===== config.mk =====
export PLATFORM = sky130hd
export DESIGN_NAME = ipv4_dest_nat_rewriter_unit
export DESIGN_NICKNAME = d
export VERILOG_FILES = /design/src/rtl/dnat_pkg.sv /design/src/rtl/dnat_ram.sv /design/src/rtl/dnat_fifo.sv /design/src/rtl/dnat_front.sv /design/src/rtl/dnat_back.sv /design/src/rtl/ipv4_dest_nat_rewriter_unit.sv
export SDC_FILE = /design/constraint.sdc
export NUM_CORES = 1
export LEC_CHECK = 0
export ABC_AREA = 1
export BUFFER_PORTS_ARGS = -buffer_cell sky130_fd_sc_hd__buf_2
export CORE_MARGIN = 4
export CORE_UTILIZATION = 57
export DETAILED_ROUTE_END_ITERATION = 8
export PLACE_DENSITY = 0.76
export SLEW_MARGIN = 40
export SYNTH_ARGS = -nofsm -noshare
export SYNTH_HDL_FRONTEND = slang
export SYNTH_SLANG_ARGS = --single-unit

===== constraint.sdc =====
create_clock -name clk -period 5.2 [get_ports clk]
set_input_delay 0.26 -clock clk [delete_from_list [all_inputs] [get_ports clk]]
set_output_delay 0.26 -clock clk [all_outputs]
set_load 0.01 [all_outputs]

===== src/rtl/dnat_pkg.sv =====
// ----------------------------------------------------------------------------
// dnat_pkg
// Shared constants and types for the IPv4 destination NAT rewriter.
// ----------------------------------------------------------------------------
package dnat_pkg;

  localparam int HDR_MAX   = 60;               // largest header the buffer holds
  localparam int HDR_AW    = $clog2(HDR_MAX);  // header buffer address width
  localparam int QDEPTH    = 4;                // command queue depth
  localparam int QAW       = $clog2(QDEPTH);
  localparam int QCW       = $clog2(QDEPTH + 1);

  localparam logic [HDR_AW-1:0] HDR_MIN_LEN  = HDR_AW'(20);
  localparam logic [HDR_AW-1:0] HDR_MAX_LEN  = HDR_AW'(HDR_MAX);
  localparam logic [HDR_AW-1:0] PROTO_POS    = HDR_AW'(9);
  localparam logic [HDR_AW-1:0] CSUM_POS     = HDR_AW'(10);
  localparam logic [HDR_AW-1:0] ADDR_POS     = HDR_AW'(16);
  localparam logic [15:0]       PORT_OFS     = 16'd2;
  localparam logic [15:0]       TCP_CSUM_OFS = 16'd16;
  localparam logic [15:0]       POS_MAX      = 16'hFFFF;
  localparam logic [7:0]        PROTO_TCP    = 8'd6;

  localparam logic REG_DEST_ADDR = 1'b0;
  localparam logic REG_DEST_PORT = 1'b1;

  typedef enum logic [1:0] {
    KIND_BYTE = 2'd0,   // emit one byte
    KIND_PAIR = 2'd1,   // emit two bytes
    KIND_HDR  = 2'd2    // emit the buffered header
  } entry_kind_t;

  typedef struct packed {
    entry_kind_t       kind;
    logic [7:0]        b0;
    logic [7:0]        b1;
    logic [HDR_AW-1:0] len;     // header bytes present
    logic [15:0]       csum;    // header checksum to insert
    logic              last;
  } q_entry_t;

  typedef enum logic [2:0] {
    BK_IDLE = 3'b001,
    BK_PAIR = 3'b010,
    BK_HDR  = 3'b100
  } back_state_t;

endpackage


===== src/rtl/dnat_ram.sv =====
// ----------------------------------------------------------------------------
// dnat_ram
// Generic single-write, single-read RAM with a registered read port.
// ----------------------------------------------------------------------------
module dnat_ram #(
  parameter int WIDTH = 8,
  parameter int DEPTH = 64
) (
  input  logic                     clk,
  input  logic                     we,
  input  logic [$clog2(DEPTH)-1:0] waddr,
  input  logic [WIDTH-1:0]         wdata,
  input  logic [$clog2(DEPTH)-1:0] raddr,
  output logic [WIDTH-1:0]         rdata
);

  logic [WIDTH-1:0] mem [DEPTH];

  always_ff @(posedge clk) begin
    if (we) begin
      mem[waddr] <= wdata;
    end
    rdata <= mem[raddr];
  end

endmodule


===== src/rtl/dnat_fifo.sv =====
// ----------------------------------------------------------------------------
// dnat_fifo
// Short command queue between the front and back parts.
// ----------------------------------------------------------------------------
module dnat_fifo import dnat_pkg::*; (
  input  logic     clk,
  input  logic     rst,
  input  logic     enq,
  input  q_entry_t enq_data,
  output logic     full,
  input  logic     deq,
  output q_entry_t head,
  output logic     empty
);

  q_entry_t           slots [QDEPTH];
  logic [QAW-1:0]     wr_ptr;
  logic [QAW-1:0]     rd_ptr;
  logic [QCW-1:0]     count;

  assign full  = (count == QCW'(QDEPTH));
  assign empty = (count == '0);
  assign head  = slots[rd_ptr];

  always_ff @(posedge clk) begin
    if (enq) begin
      slots[wr_ptr] <= enq_data;
    end
  end

  always_ff @(posedge clk) begin
    if (rst) begin
      wr_ptr <= '0;
      rd_ptr <= '0;
      count  <= '0;
    end else begin
      if (enq) begin
        wr_ptr <= (wr_ptr == QAW'(QDEPTH - 1)) ? '0 : wr_ptr + 1'b1;
      end
      if (deq) begin
        rd_ptr <= (rd_ptr == QAW'(QDEPTH - 1)) ? '0 : rd_ptr + 1'b1;
      end
      if (enq && !deq) begin
        count <= count + 1'b1;
      end else if (deq && !enq) begin
        count <= count - 1'b1;
      end
    end
  end

endmodule


===== src/rtl/dnat_front.sv =====
// ----------------------------------------------------------------------------
// dnat_front
// Accepts packet bytes, buffers the header, keeps a running checksum and
// turns each byte into a queue command for the back part.
// ----------------------------------------------------------------------------
module dnat_front import dnat_pkg::*; (
  input  logic              clk,
  input  logic              rst,
  input  logic              push,
  input  logic [7:0]        in_byte,
  input  logic              in_last,
  output logic              full,
  input  logic [31:0]       dest_addr,
  input  logic [15:0]       dest_port,
  input  logic              q_full,
  output logic              enq,
  output q_entry_t          enq_data,
  output logic              wr_en,
  output logic [HDR_AW-1:0] wr_addr,
  output logic [7:0]        wr_data,
  input  logic              hdr_done
);

  logic [15:0]       pos, pos_next;
  logic [HDR_AW-1:0] hl, hl_next;
  logic              tcp, tcp_next;
  logic              held_valid, held_valid_next;
  logic [7:0]        held_byte, held_byte_next;
  logic [15:0]       acc, acc_next;
  logic              busy, busy_next;

  logic [15:0]       hl16;
  logic              hdr_phase;
  logic              take;
  logic [HDR_AW-1:0] hp;
  logic [HDR_AW-1:0] len4;
  logic              len_ok;
  logic [HDR_AW-1:0] n;
  logic [7:0]        b_sub;
  logic [15:0]       word;
  logic [15:0]       base;
  logic [16:0]       s17;
  logic [15:0]       acc_sum;
  logic              rewrite;

  assign hl16      = 16'(hl);
  assign hdr_phase = (pos == '0) || (hl != '0 && pos < hl16);
  assign full      = q_full || (busy && hdr_phase);
  assign take      = push && !full;
  assign hp        = pos[HDR_AW-1:0];
  assign len4      = HDR_AW'({in_byte[3:0], 2'b00});
  assign len_ok    = (len4 >= HDR_MIN_LEN) && (len4 <= HDR_MAX_LEN);
  assign n         = hp + 1'b1;
  assign rewrite   = (hl != '0) && tcp && (dest_port != '0) && (pos != POS_MAX);

  // Byte as it counts toward the header checksum: the checksum field is
  // zero and the address field carries the new address.
  always_comb begin
    b_sub = in_byte;
    if (hp == CSUM_POS || hp == CSUM_POS + 1'b1) begin
      b_sub = '0;
    end else if (hp >= ADDR_POS && hp < ADDR_POS + HDR_AW'(4)) begin
      unique case (hp[1:0])
        2'd0: b_sub = dest_addr[31:24];
        2'd1: b_sub = dest_addr[23:16];
        2'd2: b_sub = dest_addr[15:8];
        2'd3: b_sub = dest_addr[7:0];
      endcase
    end
  end

  // Ones' complement accumulation with end-around carry.
  assign word    = hp[0] ? {8'h00, b_sub} : {b_sub, 8'h00};
  assign base    = (pos == '0) ? 16'h0000 : acc;
  assign s17     = {1'b0, base} + {1'b0, word};
  assign acc_sum = s17[15:0] + {15'b0, s17[16]};

  assign wr_addr = hp;
  assign wr_data = in_byte;

  always_comb begin
    pos_next        = pos;
    hl_next         = hl;
    tcp_next        = tcp;
    held_valid_next = held_valid;
    held_byte_next  = held_byte;
    acc_next        = acc;
    busy_next       = busy && !hdr_done;
    enq             = 1'b0;
    wr_en           = 1'b0;
    enq_data.kind   = KIND_BYTE;
    enq_data.b0     = in_byte;
    enq_data.b1     = in_byte;
    enq_data.len    = n;
    enq_data.csum   = ~acc_sum;
    enq_data.last   = in_last;

    if (take) begin
      if (pos == '0) begin
        wr_en    = 1'b1;
        acc_next = acc_sum;
        hl_next  = len_ok ? len4 : '0;
        enq      = !len_ok || in_last;
      end else if (hdr_phase) begin
        wr_en    = 1'b1;
        acc_next = acc_sum;
        if (hp == PROTO_POS) begin
          tcp_next = (in_byte == PROTO_TCP);
        end
        if (n == hl || in_last) begin
          enq           = 1'b1;
          enq_data.kind = KIND_HDR;
          busy_next     = 1'b1;
        end
      end else if (held_valid) begin
        enq             = 1'b1;
        enq_data.kind   = KIND_PAIR;
        held_valid_next = 1'b0;
        if (rewrite && pos == hl16 + PORT_OFS + 16'd1) begin
          enq_data.b0 = dest_port[15:8];
          enq_data.b1 = dest_port[7:0];
        end else if (rewrite && pos == hl16 + TCP_CSUM_OFS + 16'd1) begin
          enq_data.b0 = '0;
          enq_data.b1 = '0;
        end else begin
          enq_data.b0 = held_byte;
        end
      end else if (rewrite && !in_last &&
                   (pos == hl16 + PORT_OFS || pos == hl16 + TCP_CSUM_OFS)) begin
        held_valid_next = 1'b1;
        held_byte_next  = in_byte;
      end else begin
        enq = 1'b1;
      end

      if (in_last) begin
        pos_next        = '0;
        hl_next         = '0;
        tcp_next        = 1'b0;
        held_valid_next = 1'b0;
      end else if (pos != POS_MAX) begin
        pos_next = pos + 16'd1;
      end
    end
  end

  always_ff @(posedge clk) begin
    if (rst) begin
      pos        <= '0;
      hl         <= '0;
      tcp        <= 1'b0;
      held_valid <= 1'b0;
      busy       <= 1'b0;
    end else begin
      pos        <= pos_next;
      hl         <= hl_next;
      tcp        <= tcp_next;
      held_valid <= held_valid_next;
      busy       <= busy_next;
    end
  end

  always_ff @(posedge clk) begin
    held_byte <= held_byte_next;
    acc       <= acc_next;
  end

endmodule


===== src/rtl/dnat_back.sv =====
// ----------------------------------------------------------------------------
// dnat_back
// Executes queue commands: emits single bytes, byte pairs and the buffered
// header with address and checksum inserted, through an output register.
// ----------------------------------------------------------------------------
module dnat_back import dnat_pkg::*; (
  input  logic              clk,
  input  logic              rst,
  input  logic              q_empty,
  input  q_entry_t          q_head,
  output logic              q_deq,
  output logic [HDR_AW-1:0] rd_addr,
  input  logic [7:0]        rd_data,
  input  logic [31:0]       dest_addr,
  output logic              hdr_done,
  output logic              empty,
  input  logic              pop,
  output logic [7:0]        out_byte,
  output logic              out_last
);

  back_state_t       state, state_next;
  logic              out_valid;
  logic [7:0]        pair_byte, pair_byte_next;
  logic              pair_last, pair_last_next;
  logic [HDR_AW-1:0] len, len_next;
  logic [15:0]       csum, csum_next;
  logic              rw, rw_next;
  logic              hdr_last, hdr_last_next;
  logic [HDR_AW-1:0] idx, idx_next;

  logic              can_load;
  logic              ld;
  logic [7:0]        ld_byte;
  logic              ld_last;
  logic              at_end;
  logic [7:0]        hdr_byte;

  assign empty    = !out_valid;
  assign can_load = !out_valid || pop;
  assign at_end   = (idx + 1'b1 == len);

  always_comb begin
    hdr_byte = rd_data;
    if (rw) begin
      if (idx == CSUM_POS) begin
        hdr_byte = csum[15:8];
      end else if (idx == CSUM_POS + 1'b1) begin
        hdr_byte = csum[7:0];
      end else if (idx >= ADDR_POS && idx < ADDR_POS + HDR_AW'(4)) begin
        unique case (idx[1:0])
          2'd0: hdr_byte = dest_addr[31:24];
          2'd1: hdr_byte = dest_addr[23:16];
          2'd2: hdr_byte = dest_addr[15:8];
          2'd3: hdr_byte = dest_addr[7:0];
        endcase
      end
    end
  end

  always_comb begin
    state_next     = state;
    pair_byte_next = pair_byte;
    pair_last_next = pair_last;
    len_next       = len;
    csum_next      = csum;
    rw_next        = rw;
    hdr_last_next  = hdr_last;
    idx_next       = idx;
    rd_addr        = idx;
    q_deq          = 1'b0;
    hdr_done       = 1'b0;
    ld             = 1'b0;
    ld_byte        = q_head.b0;
    ld_last        = q_head.last;

    unique case (state)
      BK_IDLE: begin
        if (!q_empty) begin
          unique case (q_head.kind)
            KIND_BYTE: begin
              if (can_load) begin
                q_deq = 1'b1;
                ld    = 1'b1;
              end
            end
            KIND_PAIR: begin
              if (can_load) begin
                q_deq          = 1'b1;
                ld             = 1'b1;
                ld_last        = 1'b0;
                pair_byte_next = q_head.b1;
                pair_last_next = q_head.last;
                state_next     = BK_PAIR;
              end
            end
            KIND_HDR: begin
              q_deq         = 1'b1;
              len_next      = q_head.len;
              csum_next     = q_head.csum;
              rw_next       = (q_head.len >= HDR_MIN_LEN);
              hdr_last_next = q_head.last;
              idx_next      = '0;
              rd_addr       = '0;
              state_next    = BK_HDR;
            end
            default: begin
              q_deq = 1'b1;
            end
          endcase
        end
      end
      BK_PAIR: begin
        if (can_load) begin
          ld         = 1'b1;
          ld_byte    = pair_byte;
          ld_last    = pair_last;
          state_next = BK_IDLE;
        end
      end
      BK_HDR: begin
        if (can_load) begin
          ld      = 1'b1;
          ld_byte = hdr_byte;
          ld_last = hdr_last && at_end;
          if (at_end) begin
            hdr_done   = 1'b1;
            state_next = BK_IDLE;
          end else begin
            idx_next = idx + 1'b1;
            rd_addr  = idx + 1'b1;
          end
        end
      end
      default: begin
        state_next = BK_IDLE;
      end
    endcase
  end

  always_ff @(posedge clk) begin
    if (rst) begin
      state     <= BK_IDLE;
      out_valid <= 1'b0;
    end else begin
      state <= state_next;
      if (ld) begin
        out_valid <= 1'b1;
      end else if (pop) begin
        out_valid <= 1'b0;
      end
    end
  end

  always_ff @(posedge clk) begin
    pair_byte <= pair_byte_next;
    pair_last <= pair_last_next;
    len       <= len_next;
    csum      <= csum_next;
    rw        <= rw_next;
    hdr_last  <= hdr_last_next;
    idx       <= idx_next;
    if (ld) begin
      out_byte <= ld_byte;
      out_last <= ld_last;
    end
  end

endmodule


===== src/rtl/ipv4_dest_nat_rewriter_unit.sv =====
// ----------------------------------------------------------------------------
// ipv4_dest_nat_rewriter_unit
// IPv4 destination NAT: new destination address, regenerated header
// checksum and optional TCP destination port rewrite.
// ----------------------------------------------------------------------------
// Usage. Packet bytes enter as words on the push/full queue port, one byte
// per word, with in_last set on the final byte. Rewritten bytes leave as
// words on the empty/pop port with out_last on the final byte. The two
// registers are written through cfg_write/cfg_index/cfg_data while the block
// is idle: index 0 is the new destination address, index 1 the TCP port
// (zero turns the port rewrite off).
// Flow. A payload byte passes through the command queue and then the
// output register before it can be popped. The header is held until its
// last byte arrives; it then passes the queue, the header buffer read and
// the output register, and drains at one byte per cycle while the receiver
// pops. Bytes are accepted at one per cycle while the queue has room;
// during a header drain the queue fills after four payload commands and
// input stalls until the drain ends. The first byte of the next packet
// waits until the previous header has left the header buffer.
// Reset (rst, synchronous) empties the queue and output register and clears
// both registers; the header buffer is not cleared. When the receiver stops
// popping, the output register holds its word, the four-entry command queue
// fills, and full rises.
// ----------------------------------------------------------------------------
module ipv4_dest_nat_rewriter_unit import dnat_pkg::*; (
  input  logic        clk,
  input  logic        rst,
  input  logic        push,
  output logic        full,
  input  logic [7:0]  in_byte,
  input  logic        in_last,
  output logic        empty,
  input  logic        pop,
  output logic [7:0]  out_byte,
  output logic        out_last,
  input  logic        cfg_write,
  input  logic        cfg_index,
  input  logic [31:0] cfg_data
);

  logic [31:0]       dest_addr;
  logic [15:0]       dest_port;

  logic              q_full;
  logic              q_empty;
  logic              enq;
  logic              deq;
  q_entry_t          enq_data;
  q_entry_t          q_head;
  logic              wr_en;
  logic [HDR_AW-1:0] wr_addr;
  logic [7:0]        wr_data;
  logic [HDR_AW-1:0] rd_addr;
  logic [7:0]        rd_data;
  logic              hdr_done;

  // Configuration registers.
  always_ff @(posedge clk) begin
    if (rst) begin
      dest_addr <= '0;
      dest_port <= '0;
    end else if (cfg_write) begin
      unique case (cfg_index)
        REG_DEST_ADDR: dest_addr <= cfg_data;
        REG_DEST_PORT: dest_port <= cfg_data[15:0];
      endcase
    end
  end

  // The front takes bytes, stores the header and builds its checksum as the
  // bytes arrive, so the checksum is ready the moment the header closes.
  dnat_front u_front (
    .clk       (clk),
    .rst       (rst),
    .push      (push),
    .in_byte   (in_byte),
    .in_last   (in_last),
    .full      (full),
    .dest_addr (dest_addr),
    .dest_port (dest_port),
    .q_full    (q_full),
    .enq       (enq),
    .enq_data  (enq_data),
    .wr_en     (wr_en),
    .wr_addr   (wr_addr),
    .wr_data   (wr_data),
    .hdr_done  (hdr_done)
  );

  // Header buffer: written by the front, read by the back.
  dnat_ram #(
    .WIDTH (8),
    .DEPTH (HDR_MAX)
  ) u_hdr_ram (
    .clk   (clk),
    .we    (wr_en),
    .waddr (wr_addr),
    .wdata (wr_data),
    .raddr (rd_addr),
    .rdata (rd_data)
  );

  // Command queue lets the front keep taking payload while the back waits
  // on the receiver or expands one command into several bytes.
  dnat_fifo u_fifo (
    .clk      (clk),
    .rst      (rst),
    .enq      (enq),
    .enq_data (enq_data),
    .full     (q_full),
    .deq      (deq),
    .head     (q_head),
    .empty    (q_empty)
  );

  dnat_back u_back (
    .clk       (clk),
    .rst       (rst),
    .q_empty   (q_empty),
    .q_head    (q_head),
    .q_deq     (deq),
    .rd_addr   (rd_addr),
    .rd_data   (rd_data),
    .dest_addr (dest_addr),
    .hdr_done  (hdr_done),
    .empty     (empty),
    .pop       (pop),
    .out_byte  (out_byte),
    .out_last  (out_last)
  );

endmodule


-- Yosys cells after proc, flatten, opt, wreduce, memory -nomap -nowiden
Memory sizes are Yosys's and may differ from the RTL's. A register that Yosys moved wholly into a read port is not among the register bits.
Index checks and enable logic that the tools add are counted.
Widths: inputs -> output; s select.
- memories: 2
- register bits: 156
- bits in writable memories: 644
- input bits: 47
- output and inout port bits: 11
- reduce and logical (&&, ||, !) cells: 58
- equality and inequality tests: 35
- $lt $le $gt $ge: 8
- multiplexer cells: 91
- bitwise operators: 6
- add/subtract/negate cells: 13
- memories (name ; words ; width ; read ports ; clocked after Yosys merged registers in ; write ports ; line ; source):
    u_hdr_ram.mem ; 60 ; 8 ; 1 ; 1 ; 1 ; dnat_ram.sv:17 ; logic [WIDTH-1:0] mem [DEPTH];
    u_fifo.slots ; 4 ; 41 ; 1 ; 1 ; 1 ; dnat_fifo.sv:16 ; q_entry_t slots [QDEPTH];
- operator list (kind ; number):
    $mux 16 ; 8
    $mux 8 ; 10
    $eq 16x16->1 ; 4
    $pmux 8 s4 ; 2
    $add 16x1->16 const B ; 3
    $mux 1 ; 42
    $mux 6 ; 7
    $mux 18 ; 2
    $eq 6x4->1 const B ; 5
    $ge 6x5->1 const B ; 4
    $mux 3 ; 7
    $add 16x16->17 ; 1
    $logic_and 1x1->1 ; 17
    $mux 17 ; 1
    $add 16x1->16 ; 1
    $logic_not 16->1 ; 1
    $lt 16x6->1 ; 1
    $ne 16x16->1 const B ; 1
    $not 16->16 ; 1
    $pmux 8 s2 ; 1
    $reduce_bool 16->1 ; 1
    $eq 2x2->1 const B ; 7
    $reduce_bool 2->1 ; 7
    $add 6x1->6 const B ; 2
    35 further kinds ; 75

-- Longest topological paths before layout
- depth after elaboration: 15
- gate-level depth with buffers: 33
- mapped depth without buffers: 31

-- Cells and area by module
A second synthesis with hierarchy kept.
- cells, all modules: 3730
- area, all modules: 36886.6 µm²
- by module, submodules not included (module ; times used ; area an instance (µm²) ; cells each ; seq. area each (µm²)):
    dnat_ram ; 1 ; 20111.8 ; 1763 ; 14574.0
    dnat_fifo ; 1 ; 6526.3 ; 455 ; 5104.9
    dnat_front ; 1 ; 5426.5 ; 906 ; 1181.1
    dnat_back ; 1 ; 2871.5 ; 326 ; 1461.4
    ipv4_dest_nat_rewriter_unit ; 1 ; 1950.6 ; 280 ; 960.9

-- Worst setup path before layout
OpenSTA, ideal clock, no wires.
- path type: reg-to-reg
- start point: reg u_front.pos[0]
- end point: mem u_fifo.slots[0][14] in the netlist's numbering (data pin)
- path buffers: 2
- library setup time: 264 ps
- clock period less this slack: 5163 ps
- cell stages (with the launch flop): 29
- arrival: 4899 ps
- slack: 37 ps
- required time: 4936 ps
- cell sequence: dfxtp_1 inv_1 clkbuf_1 ha_1 clkbuf_1 o21ai_1 o211ai_1 nor2_1 ha_1 fa_1 a21oi_1 o21ai_0 a21oi_1 o21bai_1 nand3_1 a21boi_0 nor2_1 o21bai_1 ha_1 nand2_1 nor4_1 nand2_1 nor2_1 nand3_1 nor3_1 nand2_1 nor2_1 xor2_1 inv_1
- RTL lines (item ; line ; source):
    start, declared ; dnat_front.sv:24 ; logic [15:0] pos, pos_next;
    start signal, assigned ; dnat_front.sv:155 ; pos <= pos_next;
    end, declared ; dnat_fifo.sv:16 ;

==> flow_summary.yaml <==
run_status:
  status: "complete, no violations"
route:
  met2WireLength_mm: 45.8
  wl_per_cell_um: 21.2
  first_pass_iters: 5
  routed_wl_mm: 97.1
  drc_errors: 0
  wl_met3_mm: 9.25
  top_layer_used: "met4"
  vias: 26900
  antenna_left: 0
  drt-vias-per-instance: 5.87
  wl_met1_mm: 37.9
  drt_iter0_markers: 3051
timing:
  finClkSkew_ns: 0.0518
  max_freq_ghz: 0.209
  setup_viol: 0
  fin_ws_ns: 0.416
  slew_viol_final: 0
  hold_viol: 0
  maxSlewHeadroom_pct: 42.3
  fin_crit_sh_pct: 92.0
  worst_slew_pin_slew_ns: 0.865
  min_period_ns: 4.78
global_routing:
  grt_pass1_vias: 25400
  antenna_found_initial: 3
  grt_start_max_net_pins: 142
  grt_pass1_wl_mm: 147
  grtUsageTotal_pct: 28.1
  gr-total-overflow: 0
worst_setup_path:
  critPathBufInv: 4
  worstPathRequired_ns: 5.59
  endpoint_kind: "flip-flop"
  critPathMaxFanout: 5
  crit_family: "simple AND/OR/NAND/NOR gates"
  cpMaxStageDelayCell: "dfxtp_2"
  critPathKind: "flip-flop to flip-flop"
  slowest_delay_ns: 0.40
  worst_setup_path_start_kind: "flip-flop"
  critical_path_arrival_ns: 5.18
yosys:
  yosys.area.top_type: "edfxtp_1"
  synth-edff-count: 710
  synth_area_mm2: 0.0365
  async_flop_share_pct: 0
  ys_types: 52
  yosysWarningCount: 0
  synth_nets: 3680
  synth_flop_cell: "edfxtp_1"
  ys_seq_area_share_pct: 63.8
  synth.top_cells.by_area: "edfxtp_1 58%, nand3_1 6.8%, nand2_1 6.6%"
  synthCells: 3592
  yosysTopAreaCellShare_pct: 58.5
  yosysMostFrequentCell: "edfxtp_1"
  syn_area_per_cell_um2: 10.2
  synthTopCellsByCount: "710 x edfxtp_1, 643 x nand2_1, 492 x nand3_1"
  ys_seq_elements: 808
final_layout:
  drive_gt1_share_pct: 8.68
  area_growth_pct: 12.3
  fin_cells: 4581
  finalInstanceArea_mm2: 0.0410
  nets: 3750
  n_fill_cell: 4705
pwr:
  p_comb_share_pct: 41.9
  power_leakage_nw: 16.1
  internal-power_w: 0.0143
  p_sw_w: 0.0102
  pwr-share-seq_pct: 33.7
  p_clk_share_pct: 24.4
  powerDensity_mw_per_mm2: 597
  swShare_pct: 41.5
  ir_drop_mv: 0.965
placed_design:
  dp_cells: 4385
  port_buffers: 57
  dp_hpwl_mm: 58.7
  dp_slack_ns: 0.0268
  place.gp.congestion: 0.937
  place_area_mm2: 0.0377
clock_network:
  htree_levels: 3
  cts-root-buf: "clkbuf_16"
  clk_latency_ns: 0.66
  cts.sinks: 808
  cts_buffers: 83
  cts_tree: "yes"
  clockBufferDepth: 3
  clk_pin_slew_worst_paths_ns: 0.06
floorplan:
  ios: 58
  die_y_um: 261
  core-area_mm2: 0.0632
  rows: 92
  dieArea_mm2: 0.0681
  die_w_um: 261
  start_util_pct: 57.7
hold_path:
  hp-class: "input pin to flip-flop"
run:
  cap_violations: 0
[per-stage QoR]
stage                     hold slack, ns  TNS [ns]  util [%]  total power (W)
after floorplan                    0.359         0         -           0.0152
after global placement             0.454         0      59.6           0.0181
after detailed placement           0.457         0      59.6           0.0183
after CTS                          0.102         0      64.5           0.0242
after global routing               0.146    -0.266      64.8           0.0257
final                              0.142         0      64.8           0.0244
[tightest hold or removal path, stage by stage]
cell	delay, ns
buf_2	0.13
inv_1	0.08
nor2_2	0.09
o21ai_0	0.10
a21oi_1	0.07
[metal layers]
layer,track usage [%],vias up
met1,38.1,12700
met5,0,-
met2,45.1,1467
met3,4.87,260
li1,-,12400
met4,12.6,0
[cells by family (layout without fill, tap and decap cells)]
logic type	Yosys count	after routing	share of synthesized area [%]
compound gates	446	446	6.77
xor+xnor	28	28	0.672
fa+ha+maj	41	41	1.45
buf+inv	600	739	6.79
flops	808	808	63.8
other cells	0	4	0
simple gates	1669	1669	20.5
[registers in the layout, summed over array words and instances, names as in the netlist, 8 cells and up, named ones only]
| signal | cells |
|---|---|
| u_front.held_byte | 8 |
| u_fifo.slots | 164 |
| u_back.pair_byte | 8 |
| u_back.csum | 16 |
| u_hdr_ram.rdata | 8 |
| u_hdr_ram.mem | 480 |
| dest_addr | 32 |
| u_front.pos | 16 |
| u_front.acc | 16 |
| u_back.out_byte | 8 |
| dest_port | 16 |
[final timing paths]
path                                startpoint                   to  slack (ns)  cells after the start
worst max-delay path            u_front.pos[0]  u_fifo.slots[2][14]        0.42                     27
worst min-delay path                      push   u_front.held_valid        0.14                      5
worst max register to register  u_front.pos[0]  u_fifo.slots[2][14]        0.42                     27
worst min register to register    u_front.busy         u_front.busy        0.47                      2
[power groups by stage]
stage	Combinational (W)	Sequential, W	Clock (W)
final	0.0102	0.00824	0.00597
after global routing	0.0111	0.00828	0.00630
after floorplan	0.00697	0.00827	0
after CTS	0.0100	0.00823	0.00600
after global placement	0.00977	0.00835	0
after detailed placement	0.00992	0.00836	0
[cell usage in the layout, fill, tap and decap left out, drive strengths merged, types with 13 or more instances in the layout]
cell / n
clkbuf: 105
dlygate4sd3: 35
a21oi: 84
nand3b: 122
nor3: 13
nand2: 646
nor2: 364
nand3: 493
xor2: 20
ha: 39
dfxtp: 98
clkinv: 36
edfxtp: 710
a31oi: 26
o21ai: 242
o22ai: 46
o211ai: 27
buf: 141
inv: 411
nand4: 15
[timing repair]
| action | 4_1_cts | 5_1_grt |
|---|---|---|
| pin swaps | 0 | 6 |
| setup buffers | 0 | 2 |
| hold buffers | 35 | 0 |
| resized for setup | 1 | 29 |
| setup endpoints to repair | 4 | 35 |
| hold endpoints to repair | 60 | 0 |
[layout make-up]
type / count / area [um2] / share of cell area (%)
clock inverter: 49 / 495 / 1.21
inverter: 409 / 1540 / 3.76
tap: 846 / 1060 / 2.58
multi-input combinational: 2184 / 10900 / 26.7
sequential: 808 / 23300 / 56.9
timing repair buffer: 176 / 1370 / 3.35
antenna: 4 / 10.0 / 0.0244
clock buffer: 105 / 2250 / 5.50
Power figures use the tool's default switching activity.
